$ cat config.mk
export PLATFORM = sky130hd
export DESIGN_NAME = stm_sqrt
export DESIGN_NICKNAME = d
export VERILOG_FILES = /design/src/hdl/stm_sqrt.sv
export SDC_FILE = /design/constraint.sdc
export NUM_CORES = 1
export LEC_CHECK = 0
export ABC_AREA = 1
export BUFFER_PORTS_ARGS = -buffer_cell sky130_fd_sc_hd__buf_2
export CAP_MARGIN = 20
export CELL_PAD_IN_SITES_DETAIL_PLACEMENT = 0
export CELL_PAD_IN_SITES_GLOBAL_PLACEMENT = 1
export CORE_AREA = 3 3 152 154
export DETAILED_ROUTE_END_ITERATION = 8
export DIE_AREA = 0 0 155 157
export GPL_ROUTABILITY_DRIVEN = 0
export GPL_TIMING_DRIVEN = 1
export PLACE_DENSITY_LB_ADDON = 0.1
export SLEW_MARGIN = 20
export SYNTH_ARGS = -nofsm -noshare
export SYNTH_HDL_FRONTEND = slang
export SYNTH_SLANG_ARGS = --single-unit
$ cat constraint.sdc
create_clock -name clk_i -period 3.2 [get_ports clk_i]
set_input_delay 0.48 -clock clk_i [delete_from_list [all_inputs] [get_ports clk_i]]
set_output_delay 0.48 -clock clk_i [all_outputs]
set_load 0.05 [all_outputs]
$ cat src/hdl/stm_sqrt.sv
// Floor square root, one root bit per cycle
module stm_sqrt (
  input  logic        clk_i,
  input  logic        rst_ni,
  input  logic        start_i,
  input  logic [63:0] radicand_i,
  output logic        done_o,
  output logic [31:0] root_o
);

  logic        busy_q, busy_d;
  logic        done_q, done_d;
  logic [4:0]  cnt_q, cnt_d;
  logic [63:0] rad_q, rad_d;
  logic [33:0] rem_q, rem_d;
  logic [31:0] root_q, root_d;
  logic [33:0] rem_sh, trial;

  always_comb begin
    busy_d = busy_q;
    done_d = 1'b0;
    cnt_d  = cnt_q;
    rad_d  = rad_q;
    rem_d  = rem_q;
    root_d = root_q;
    rem_sh = {rem_q[31:0], rad_q[63:62]};
    trial  = {root_q, 2'b01};
    if (start_i) begin
      busy_d = 1'b1;
      cnt_d  = '0;
      rad_d  = radicand_i;
      rem_d  = '0;
      root_d = '0;
    end else if (busy_q) begin
      // restoring step on the next bit pair
      if (rem_sh >= trial) begin
        rem_d  = rem_sh - trial;
        root_d = {root_q[30:0], 1'b1};
      end else begin
        rem_d  = rem_sh;
        root_d = {root_q[30:0], 1'b0};
      end
      rad_d = {rad_q[61:0], 2'b00};
      cnt_d = cnt_q + 5'd1;
      if (cnt_q == 5'd31) begin
        busy_d = 1'b0;
        done_d = 1'b1;
      end
    end
  end

  always_ff @(posedge clk_i or negedge rst_ni) begin
    if (!rst_ni) begin
      busy_q <= 1'b0;
      done_q <= 1'b0;
      cnt_q  <= '0;
    end else begin
      busy_q <= busy_d;
      done_q <= done_d;
      cnt_q  <= cnt_d;
    end
  end

  always_ff @(posedge clk_i) begin
    rad_q  <= rad_d;
    rem_q  <= rem_d;
    root_q <= root_d;
  end

  assign done_o = done_q;
  assign root_o = root_q;

endmodule

# Yosys cells after proc, flatten, opt, wreduce, memory -nomap -nowiden
# Cells that the tools add are included.
[totals]
rom_bits = 0
regBits = 135
mem_bits_rw = 0
latchBits = 0
out_inout_bits = 33
mem_count = 0
[classes]
n_addsub = 2
n_eq_ne = 1
n_bitwise = 0
multipliers = 0
div_mod_pow = 0
shifts = 0
n_mux = 12
n_reduce_logical = 1
n_lt_le_gt_ge = 1
[ops]
columns = ["op", "n"]
rows = [
  ["2-to-1 mux 64 bit", 2],
  ["greater-or-equal comparator 34 bit", 1],
  ["2-to-1 mux 32 bit", 1],
  ["subtractor 32 bit", 1],
  ["2-to-1 mux 5 bit", 2],
  ["2-to-1 mux 1 bit", 7],
  ["adder 5 x 1 -> 5 bit, second input constant", 1],
  ["equality test 5 bit, second input constant", 1],
  ["nonzero test 2 bit", 1],
]

# Longest topological paths before layout
[depth]
word_depth = 4
depth_mapped = 17
ltp_nobuf = 16

# Least setup slack after synthesis
# Ideal clock, no wire load.
[synth_timing]
path_kind = "input -> register"
startpoint = "input start_i"
endpoint = "register rad_q[0] (enable)"
required_time_ps = 2746
t_arrival_ps = 2920
path_buffers = 2
setup_slack_ps = -174
path_stages = 4
cell_sequence = "clkbuf_1 > nor2_1 > clkinv_1 > clkbuf_1"
[synth_via]
elab_chain_len = 1
[synth_lines]
columns = ["item", "line_no", "rtl"]
rows = [
  ["start: declaration", "5", "input logic start_i,"],
  ["nonzero test 2 bit (no line)", "-", ""],
  ["end signal: assignment", "65", "rad_q <= rad_d;"],
  ["end: declaration", "14", "logic [63:0] rad_q, rad_d;"],
]
# No other way between the ends.
# A chain may end at the register's enable or synchronous reset.

# Final worst setup path
[layout_timing]
startpoint = "register root_q[7] (netlist: root_o[7])"
endpoint = "register rem_q[28]"
[layout_via]
elab_chain_len = 2
[layout_lines]
columns = ["item", "line_no", "rtl"]
rows = [
  ["start: declaration", "16", "logic [31:0] root_q, root_d;"],
  ["start signal: assignment", "67", "root_q <= root_d;"],
  ["subtractor 32 bit or greater-or-equal comparator 34 bit (tied branches)", "37, 36", ""],
  ["2-to-1 mux 32 bit *", "36", "if (rem_sh >= trial) begin"],
  ["end signal: assignment", "66", "rem_q <= rem_d;"],
  ["end: declaration", "15", "logic [33:0] rem_q, rem_d;"],
]
# Mark *: on every way between the ends. The rest lies on a longest branch, timed or not.

==> out/metrics.yaml <==
status: "finished clean"
critical_path.reg2reg.startpoint: "root_o[7]"
final-max-slew-violation-count: 0
initial_core_util: 0.3764
path_clk_slew_ns: 0.07
routed_via_density: 4.576
drc_errors: 0
ant_nets: 0
synth_nets: 1297
vias_in_the_first_global_route: 7304
antenna_cells: 0
detailedRoute.firstIterationViolations: 366
post_synth_instance_area_sq_um: 8215
grt.met3_usage: 0.04207
global_route.usage.total: 0.1902
number_of_fill_cells_in_the_layout: 2362
timing.max_slew.rel_slack: 0.4543
hold_violations_final: 0
layout-drive-gt1-share: 0.1305
rsz_0062_raised_after_global_routing: "no"
grt_first_pass_wirelength_um: 37070
final_setup_tns_ns: 0
ioPinCount: 100
die_y_um: 157
setup.reg_to_reg.worst_slack_ns: 0.70
hold_class: "primary input to register"
overflow: 0
yosys_register_bits: 135
total_die_area_sq_um: 24340
grt.met2_usage: 0.3245
max_slew.worst_pin.slew_ns: 0.8174
cts_buffers: 17
whs_endpoint: "rad_q[0]"
timing.final.crit_period_ns: 2.496
synth.largest_area_cell: "sky130_fd_sc_hd__nand2_1"
numPortBuffers: 99
hold_depth: 3
chipWidth_um: 155
fp-row-count: 54
worstPathCellList: "inv_1, ha_1, nand2_1, inv_1, nand2_1, nand2_1, inv_1, nand3_2, nand2_2, nand2_2, nand2_4, nand2_8, nand2_2, nand2_1, nand2_1, nand2_1"
slowest_delay_ns: 0.35
worstSkewPairLatency_ns: 0.43
syn_to_final_growth_pct: 16.87
clock_sinks: 135
clock_tree.root_cell: "sky130_fd_sc_hd__clkbuf_16"
max-clock-path-buffers: 2
yosysWarningCount: 0
startpoint_type: "register"
grt_util_met1: 0.2426
reg2reg_to: "rem_q[28]"
synthesized_instance_count: 1194
cts_tree: "yes"
min_period_over_period: 0.7799
reg2regPathDepth: 16
place_inst: 1550
crit_type: "register to register"
clock_tree.htree_level_count: 4
busiest_layer: "met2"
final_nets: 1393
critical_path.endpoint_type: "register"
crit_path_max_fanout: 33
synth_cell_types: 38
dr.pass1.iters: 5
fmax_mhz: 400.7
layoutNonFillerInstCount: 1583
setup_viol_count_final: 0
crit_slowest_cell: "sky130_fd_sc_hd__ha_1"
power.leakage_nw: 5.209
worst_ep_required_time_ns: 3.52
timing.max_cap.violations: 0
register_area_share_after_synthesis: 0.4112
synth.avg_cell_area_sq_um: 6.881
p_per_area_nw_per_um2: 961.8
multiInputGateArea_sq_um: 3960
min_from: "radicand_i[0]"
pin_count_of_the_biggest_net_entering_global_routing: 56
crit_family: "simple AND/OR/NAND/NOR gates"
yosysTopAreaCellShare: 0.2563
critical-path-top-cell-by-count: "sky130_fd_sc_hd__nand2_1"
coreArea_sq_um: 21820
vias: 7244
seqCellArea_sq_um: 3378
grt_antenna_before_repair: 1
post_synth_main_area_contributors: "sky130_fd_sc_hd__nand2_1, sky130_fd_sc_hd__edfxtp_1, sky130_fd_sc_hd__dfxtp_1, sky130_fd_sc_hd__inv_1, sky130_fd_sc_hd__ha_1"
signal_arrival_time_at_the_worst_endpoint_ns: 2.81
critical_path.n_buffers_inverters: 3
max-vdd-ir-drop_mv: 0.3481
timing.clock.skew_ns: 0.01426
routed_wire_length_per_instance_um: 14.14
wl_um: 22390
dp.final_hpwl_um: 16710
worst min-delay path, stage by stage:
cell and delay (ns):
sky130_fd_sc_hd__buf_2 0.07, sky130_fd_sc_hd__nand2_1 0.04, sky130_fd_sc_hd__inv_1 0.04
worst max path at each step:
stage	from	end	slack, ns	cells past startpoint
after floorplan	start_i	rad_q[0]	0.84	4
after global placement	root_o[7]	rem_q[2]	0.73	15
after detailed placement	root_o[7]	rem_q[25]	0.69	16
after CTS	root_o[7]	rem_q[28]	0.68	16
after global routing	root_o[7]	rem_q[29]	0.43	16
final	root_o[7]	rem_q[28]	0.70	16
cells in the mapped netlist:
master and number:
sky130_fd_sc_hd__nand2_4 1, sky130_fd_sc_hd__clkinv_1 2, sky130_fd_sc_hd__nor2_2 6, sky130_fd_sc_hd__xor2_1 6
sky130_fd_sc_hd__nand2_1 561, sky130_fd_sc_hd__a22o_1 1, sky130_fd_sc_hd__nand4_1 6, sky130_fd_sc_hd__nor3_1 7
sky130_fd_sc_hd__o21bai_1 2, sky130_fd_sc_hd__clkbuf_1 23, sky130_fd_sc_hd__nor4_4 1, sky130_fd_sc_hd__o21ai_0 5
sky130_fd_sc_hd__edfxtp_1 64, sky130_fd_sc_hd__a21oi_1 18, sky130_fd_sc_hd__and2_1 2, sky130_fd_sc_hd__nor4_1 1
sky130_fd_sc_hd__dfrtp_1 7, sky130_fd_sc_hd__nand3b_1 21, sky130_fd_sc_hd__ha_1 36, sky130_fd_sc_hd__nand3_2 1
sky130_fd_sc_hd__buf_2 3, sky130_fd_sc_hd__nand2_2 10, sky130_fd_sc_hd__inv_2 2, sky130_fd_sc_hd__nor2_4 3
sky130_fd_sc_hd__nor2_1 43, sky130_fd_sc_hd__or2_2 1, sky130_fd_sc_hd__nand2_8 1, sky130_fd_sc_hd__nor2_8 1
sky130_fd_sc_hd__buf_6 2, sky130_fd_sc_hd__buf_8 1, sky130_fd_sc_hd__inv_1 188, sky130_fd_sc_hd__o22ai_1 31
sky130_fd_sc_hd__a31oi_1 1, sky130_fd_sc_hd__dfxtp_1 64, sky130_fd_sc_hd__buf_1 2, sky130_fd_sc_hd__buf_4 2
sky130_fd_sc_hd__nand3_1 59, sky130_fd_sc_hd__xnor2_1 9
through the flow:
stage | instance area [sq um] | hold WS (ns) | utilization | setup slack (ns) | power [mW]
2_1_floorplan | 8217 | 0.1844 | - | 0.8376 | 6.105
3_3_place_gp | 8994 | 0.3243 | 0.4121 | 0.7303 | 7.291
3_5_place_dp | 8994 | 0.3248 | 0.4121 | 0.6887 | 7.264
4_1_cts | 9602 | 0.2809 | 0.4400 | 0.6789 | 9.345
5_1_grt | 9602 | 0.3127 | 0.4400 | 0.4286 | 10.16
6_report | 9602 | 0.3042 | 0.4400 | 0.7042 | 9.235
power breakdown:
part	internal, mW	switching [mW]
Combinational	1.66	3.32
Sequential	2.08	0.154
Clock	1.12	0.901
logic make-up (layout without fill, tap and decap cells):
kind of cell,count (synthesis),in the layout,synth area share
compound gates,58,58,0.04127
flops,135,135,0.4112
simple gates,725,725,0.3693
fa+ha+maj,36,36,0.05483
xor+xnor,15,15,0.01599
buf+inv,225,334,0.1074
timing repair:
item	in CTS	in global routing
gates resized for setup	0	0
hold buffers	1	0
buffers inserted	0	0
hold endpoints to repair	7	0
flip-flops by register name, summed over array words and instances (netlist names):
| signal | cells |
|---|---|
| busy_q | 1 |
| cnt_q | 5 |
| rem_q | 32 |
| done_o | 1 |
| rad_q | 64 |
| root_o | 32 |
area by class of cell:
| class | count | share of cell area |
|---|---|---|
| Timing Repair Buffer | 110 | 0.06177 |
| Clock inverter | 15 | 0.01798 |
| Tap cell | 280 | 0.03649 |
| Inverter | 192 | 0.07519 |
| Multi-Input combinational cell | 834 | 0.4124 |
| Clock buffer | 17 | 0.04431 |
| Sequential cell | 135 | 0.3518 |
layout by cell type, fill, tap and decap left out, drive strengths merged:
cell	count
o21bai	2
buf	109
xnor2	9
ha	36
nand3	60
or2	1
dfxtp	64
o21ai	5
a31oi	1
nor3	7
nand2	573
o22ai	31
xor2	6
nand3b	21
nor2	53
dfrtp	7
nand4	6
a22o	1
and2	2
clkinv	5
clkbuf	17
nor4	2
bufinv	1
a21oi	18
dlygate4sd3	1
inv	201
edfxtp	64
metal layers:
layer / routed length, um / share of wire
met5: 13 / 0.00058
met4: 326 / 0.015
met3: 943 / 0.042
met2: 10500 / 0.47
met1: 10610 / 0.47
Power figures use the tool's default switching activity.
