## src/hdl/stm_pkg.sv

```systemverilog
package stm_pkg;

  // Datapath widths
  localparam int unsigned ElevW  = 20;
  localparam int unsigned CordW  = 44;  // CORDIC x/y, holds mag << 8 with gain
  localparam int unsigned AngW   = 33;  // CORDIC angle accumulator, Q2.30 signed
  localparam int unsigned GradW  = 31;
  localparam int unsigned CfgIdxW = 3;
  localparam int unsigned CfgDatW = 24;

  localparam logic [14:0] HALF_PI_Q14 = 15'd25736;
  localparam logic [GradW-1:0] GRAD_CAP = {GradW{1'b1}};

  // Configuration register indexes
  typedef enum logic [CfgIdxW-1:0] {
    REG_LINE_LENGTH     = 3'd0,
    REG_LINE_COUNT      = 3'd1,
    REG_INV_RESOLUTION  = 3'd2,
    REG_SLOPE_LOWER     = 3'd3,
    REG_SLOPE_CRITICAL  = 3'd4,
    REG_INV_SLOPE_RANGE = 3'd5
  } cfg_reg_e;

  // Register reset values
  localparam logic [10:0] RST_LINE_LENGTH     = 11'd1024;
  localparam logic [15:0] RST_LINE_COUNT      = 16'd1024;
  localparam logic [15:0] RST_INV_RESOLUTION  = 16'd5120;
  localparam logic [14:0] RST_SLOPE_LOWER     = 15'd4289;
  localparam logic [14:0] RST_SLOPE_CRITICAL  = 15'd10008;
  localparam logic [23:0] RST_INV_SLOPE_RANGE = 24'd1165000;

  typedef struct packed {
    logic signed [ElevW-1:0] elevation;
    logic                    height_ok;
    logic                    padding;
  } stm_in_t;

  typedef struct packed {
    logic [14:0] slope_angle;
    logic        slope_ok;
    logic [15:0] traversability;
    logic        score_ok;
    logic        last_cell;
  } stm_out_t;

  typedef struct packed {
    logic [CfgIdxW-1:0] index;
    logic [CfgDatW-1:0] data;
  } stm_cfg_t;

  // atan(2^-i) in Q2.30
  function automatic logic [30:0] atan_q30(input logic [4:0] i);
    logic [30:0] r;
    case (i)
      5'd0:  r = 31'd843314857;
      5'd1:  r = 31'd497837829;
      5'd2:  r = 31'd263043837;
      5'd3:  r = 31'd133525159;
      5'd4:  r = 31'd67021687;
      5'd5:  r = 31'd33543516;
      5'd6:  r = 31'd16775851;
      5'd7:  r = 31'd8388437;
      5'd8:  r = 31'd4194283;
      5'd9:  r = 31'd2097149;
      5'd10: r = 31'd1048576;
      5'd11: r = 31'd524288;
      5'd12: r = 31'd262144;
      5'd13: r = 31'd131072;
      5'd14: r = 31'd65536;
      5'd15: r = 31'd32768;
      5'd16: r = 31'd16384;
      5'd17: r = 31'd8192;
      5'd18: r = 31'd4096;
      5'd19: r = 31'd2048;
      5'd20: r = 31'd1024;
      5'd21: r = 31'd512;
      5'd22: r = 31'd256;
      5'd23: r = 31'd128;
      default: r = 31'd0;
    endcase
    return r;
  endfunction

endpackage

```

## src/hdl/stm_cordic_cell.sv

```systemverilog
// One CORDIC vectoring micro-rotation, registered
module stm_cordic_cell #(
  parameter int unsigned STEP = 0
) (
  input  logic                                  clk_i,
  input  logic signed [stm_pkg::CordW-1:0]      x_i,
  input  logic signed [stm_pkg::CordW-1:0]      y_i,
  input  logic signed [stm_pkg::AngW-1:0]       z_i,
  output logic signed [stm_pkg::CordW-1:0]      x_o,
  output logic signed [stm_pkg::AngW-1:0]       z_o,
  output logic signed [stm_pkg::CordW-1:0]      y_o
);

  logic signed [stm_pkg::CordW-1:0] xs, ys;
  logic signed [stm_pkg::AngW-1:0]  ang;

  assign xs  = x_i >>> STEP;
  assign ys  = y_i >>> STEP;
  assign ang = $signed({2'b00, stm_pkg::atan_q30(5'(STEP))});

  // rotate toward y = 0
  always_ff @(posedge clk_i) begin
    if (!y_i[stm_pkg::CordW-1]) begin
      x_o <= x_i + ys;
      y_o <= y_i - xs;
      z_o <= z_i + ang;
    end else begin
      x_o <= x_i - ys;
      y_o <= y_i + xs;
      z_o <= z_i - ang;
    end
  end

endmodule

```

## config.mk

```make
export PLATFORM = sky130hd
export DESIGN_NAME = stm_cordic_cell
export DESIGN_NICKNAME = d
export VERILOG_FILES = /design/src/hdl/stm_pkg.sv /design/src/hdl/stm_cordic_cell.sv
export SDC_FILE = /design/constraint.sdc
export NUM_CORES = 1
export LEC_CHECK = 0
export BUFFER_PORTS_ARGS = -buffer_cell sky130_fd_sc_hd__buf_2
export CAP_MARGIN = 20
export CORE_ASPECT_RATIO = 1.75
export CORE_UTILIZATION = 53
export CTS_BUF_LIST = sky130_fd_sc_hd__clkbuf_4 sky130_fd_sc_hd__clkbuf_8
export CTS_CLUSTER_DIAMETER = 100
export DETAILED_ROUTE_END_ITERATION = 6
export GPL_TIMING_DRIVEN = 0
export PLACE_DENSITY = 0.79
export SETUP_SLACK_MARGIN = 0.5
export SYNTH_ARGS = -nofsm -noshare
export SYNTH_HDL_FRONTEND = slang
export SYNTH_SLANG_ARGS = --single-unit
```

## constraint.sdc

```tcl
create_clock -name clk_i -period 4 [get_ports clk_i]
set_input_delay 0.8 -clock clk_i [delete_from_list [all_inputs] [get_ports clk_i]]
set_output_delay 0.8 -clock clk_i [all_outputs]
set_load 0.02 [all_outputs]
```

# --- Word-level counts from Yosys, hierarchy flattened ---
# Index checks and enable logic that the tools add are counted.
word_totals:
  reg_bits: 121
  wordCells: 11
  input_bits: 122
classes:
  add_sub_neg: 5
  muxes: 3
ops:
  columns: ["op", "n"]
  rows:
  - ["44-bit 2-to-1 mux", 2]
  - ["44-bit subtractor", 2]
  - ["44-bit adder", 1]
  - ["33-bit by 31-bit adder with 33-bit output, second input constant", 1]
  - ["33-bit 2-to-1 mux", 1]
  - ["33-bit by 31-bit subtractor with 33-bit output, second input constant", 1]

# --- Longest topological paths before layout ---
logic_depth:
  word_depth: 2
  depth_mapped: 14
  mapped_depth_nobuf: 12

# --- Least setup slack after synthesis ---
# OpenSTA, ideal clock, no wires.
synth_timing:
  path_kind: "in2reg"
  start: "input y_i[43] in the netlist's numbering"
  end: "register z_o[32] in the netlist's numbering"
  arrival_ps: 4034
  required_time_ps: 3886
  slack_ps: -149
  path_stages: 14
  path_cell_list: "clkbuf_1 > inv_1 > clkbuf_1 > clkbuf_1 > ha_1 > a21o_1 > a21oi_1 > nor2_1 > a211oi_1 > o21ai_1 > a31oi_1 > o21ai_1 > mux2i_1 > a2111oi_0"
synth_between:
  elab_chain_cells: 1
synth_rtl:
  columns: ["item", "line", "text"]
  rows:
  - ["start, declared", "stm_cordic_cell.sv:7", "input logic signed [stm_pkg::CordW-1:0] y_i,"]
  - ["33-bit 2-to-1 mux", "stm_cordic_cell.sv:23", "if (!y_i[stm_pkg::CordW-1]) begin"]
  - ["end signal, assigned", "stm_cordic_cell.sv:26", "z_o <= z_i + ang;"]
  - ["end signal, assigned", "stm_cordic_cell.sv:30", "z_o <= z_i - ang;"]
  - ["end, declared", "stm_cordic_cell.sv:10", "output logic signed [stm_pkg::AngW-1:0] z_o,"]
# Every way passes these cells.

# --- Worst setup path in the final report ---
layout_timing:
  start: "input y_i[43] in the netlist's numbering"
  end: "register z_o[29] in the netlist's numbering"
# The elaborated chain is that of the path after synthesis.

==> flow_summary.yaml <==
sta:
  final-setup-viol-count: 0
  timing.max_slew.rel_slack_pct: 20.34
  fmax_ghz: 0.2871
  final_hold_viol_count: 0
  period_share_pct: 87.07
  setup_tns_ns: 0
  layout_min_cycle_time_ns: 3.483
  rsz0062_at_grt: "yes"
  tightest_slew_ns: 1.195
  drv_slew: 0
  hold_ws_ns: 0.4923
worst_setup_path:
  endpoint_kind: "flip-flop"
  startpoint_type: "input port"
  required_ns: 4.43
  arrival_ns: 3.91
  path_class: "in -> reg"
  cpMaxStageDelayCell: "ha_1"
  crit_buf_inv: 5
  cp_top_family: "compound AO/OA/AOI/OAI gates"
  cp_max_fo: 18
  max_stage_delay_ns: 0.41
  path_cells: "buf_12, buf_8, clkinvlp_4, clkbuf_8, clkbuf_16, ha_1, and4_2, nand3_1, o21bai_2, a31oi_2, o21ai_2, a31o_2, nor3_1, a311o_1"
clock_network:
  hold_buffers: 0
  clockRootBuffer: "clkbuf_8"
  clk_pin_slew_worst_paths_ns: 0.08
  cts.sinks: 120
  clk_path_buf_depth: 2
  cts_made_buffers: 17
  tritoncts: "yes"
  htreeDepth: 4
drt:
  routed_wl_mm: 53.17
  vias: 14280
  met3_length_mm: 3.560
  routed.top_layer: "met4"
  met2WireLength_mm: 26.78
  m1WireLength_mm: 16.70
  wl_per_cell_um: 23.47
  drt_drc_violations_left: 0
  drt_iter0_markers: 942
  via_per_inst: 6.301
  drtAntennaViolNets: 0
  dr.pass1.iters: 5
logic_synthesis:
  synth_edf_count: 0
  syn_avg_cell_area_um2: 7.534
  yosys.cell_types.count: 92
  netlist_area_um2: 12650
  async_flop_share_pct: 0
  ys.flop_type: "dfxtp_1"
  netlist_instances: 1679
  yosysWarnings: 0
  seq_area_frac_synth_pct: 18.99
  synth_seq_cells: 120
  synth_fp_nets: 1965
hold_path:
  hold_depth: 2
  hp-start: "z_i[0]"
  hold_path.class: "in -> reg"
  hold_end: "z_o[0]"
power_and_ir_drop:
  pwr-share-clk_pct: 20.4
  combPwrFrac_pct: 50.7
  power_leakage_nw: 6.992
  powerDensity_nw_per_um2: 360.9
  p_total_mw: 5.408
  p_int_mw: 2.966
  pwr-share-seq_pct: 28.9
  p_sw_mw: 2.442
  peakVddDrop_uv: 260.8
  sw_frac_of_total_pct: 45.16
layout:
  stdcell_area_um2: 14990
  drive_gt1_share_pct: 20.40
  syn2layout_area_growth_pct: 18.48
  nets: 2234
floorplan:
  start_util_pct: 54.00
  die_w_um: 118.8
  io-pin-count: 243
  die_h_um: 206.4
  num_rows: 74
  fp.dieArea_um2: 24510
  core_area_um2: 23430
global_routing:
  grt_pass1_vias: 14390
  grt_max_degree: 25
  grt_pass1_wl_mm: 78.53
  grt_usage_pct: 42.95
  grt_antenna_before_repair: 1
  grt-ovfl-total: 0
outcome:
  status: "finished, final reports clean"
placed_design:
  placed_area_um2: 14260
  place_hpwl_mm: 42.70
  gp_congestion: 1.039
  port_buffers: 242
job:
  max_cap_viol_count: 0
-- final cells by class --
cell class	instances	area (µm²)
Antenna cell	1	2.502
Buffer	72	410.4
Clock buffer	21	282.8
Clock inverter	11	98.84
Fill cell	2149	8438
Inverter	146	551.8
Multi-Input combinational cell	1341	9568
Sequential cell	120	2402
Tap cell	304	380.4
Timing Repair Buffer	250	1290
-- worst max-delay path by stage --
stage / depth (start not counted) / slack, ns / startpoint / to
after floorplan: 14 / 0.55 / y_i[43] / z_o[32]
after global placement: 15 / -1.07 / y_i[43] / z_o[32]
after detailed placement: 15 / -1.11 / y_i[43] / z_o[29]
after CTS: 15 / 0.49 / y_i[43] / z_o[29]
after global routing: 14 / 0.45 / y_i[43] / z_o[29]
final: 14 / 0.52 / y_i[43] / z_o[29]
-- per-layer routing --
layer | track usage [%] | vias to the layer above
met2 | 79.28 | 807
met4 | 45.80 | 0
met5 | 0 | -
met3 | 8.802 | 346
li1 | - | 6526
met1 | 36.90 | 6600
-- repair_timing --
action,4_1_cts,5_1_grt
gates cloned,0,1
buffers inserted,5,2
gates resized for setup,30,35
endpoints found under the setup margin,38,34
pin swaps,4,6
-- registers in the layout, indices dropped and copies added (netlist names) --
register and count:
z_o 33, x_o 43, y_o 44
-- kinds of logic after synthesis --
kind of cell,synth area share [%]
AO/OA/AOI/OAI,31.37
XOR/XNOR,7.824
adder cells (fa/ha/maj),16.46
buffers and inverters,7.230
flip-flops,18.99
multiplexers,2.067
AND/OR/NAND/NOR,16.06
-- cells in the mapped netlist, drive strengths merged, types with 7 or more instances --
cell type | number | area share, %
a21boi | 7 | 0.45
o31a | 8 | 0.55
a211oi | 20 | 1.3
clkbuf | 30 | 0.89
nand2b | 16 | 0.79
o211ai | 22 | 1.3
nor2 | 134 | 4.0
mux2i | 25 | 2.0
nor4 | 13 | 0.69
nand2 | 90 | 2.7
dfxtp | 120 | 19
or2 | 8 | 0.40
and3 | 10 | 0.49
xnor2 | 94 | 6.5
o31ai | 19 | 1.2
nor2b | 25 | 1.3
inv | 145 | 4.3
nand4 | 25 | 1.3
and2 | 8 | 0.40
o311ai | 7 | 0.62
o21a | 19 | 1.1
a21o | 51 | 3.0
nand3 | 29 | 1.1
buf | 42 | 2.0
o21bai | 45 | 2.7
a21oi | 222 | 8.9
a31oi | 22 | 1.1
or3 | 11 | 0.54
ha | 160 | 16
o21ai | 126 | 5.0
xor2 | 19 | 1.3
nor3 | 27 | 1.1
-- cells in the final DEF, fill, tap and decap left out, types with 21 or more instances in the layout --
master	netlist	layout
nand2_1	89	89
clkbuf_8	0	21
nor2b_1	24	24
clkbuf_1	30	26
nand4_1	24	24
nor3_1	27	26
dfxtp_1	120	120
nand3_1	29	29
a21oi_1	220	216
a21o_1	51	51
mux2i_1	25	25
ha_1	160	156
inv_1	141	140
o211ai_1	22	22
o21bai_1	45	43
xnor2_1	94	94
nor2_1	134	130
o21ai_0	111	107
buf_2	23	264
-- power groups by stage --
stage | clock network (mW) | registers, mW | logic [mW]
2_1_floorplan | 0 | 1.96 | 1.32
3_3_place_gp | 0 | 1.58 | 2.58
3_5_place_dp | 0 | 1.59 | 2.60
4_1_cts | 1.10 | 1.56 | 2.64
5_1_grt | 1.15 | 1.59 | 2.91
6_report | 1.11 | 1.56 | 2.74
-- through the flow --
| step | worst slack [ns] | util [%] | cells |
|---|---|---|---|
| final | 0.5172 | 63.98 | 2266 |
| after CTS | 0.4922 | 63.15 | 2262 |
| after global routing | 0.4490 | 63.98 | 2266 |
| after global placement | -1.072 | 60.87 | 2225 |
| after detailed placement | -1.108 | 60.87 | 2225 |
| after floorplan | 0.5543 | - | 1679 |
Note: power is estimated with default switching activity, not from simulation.
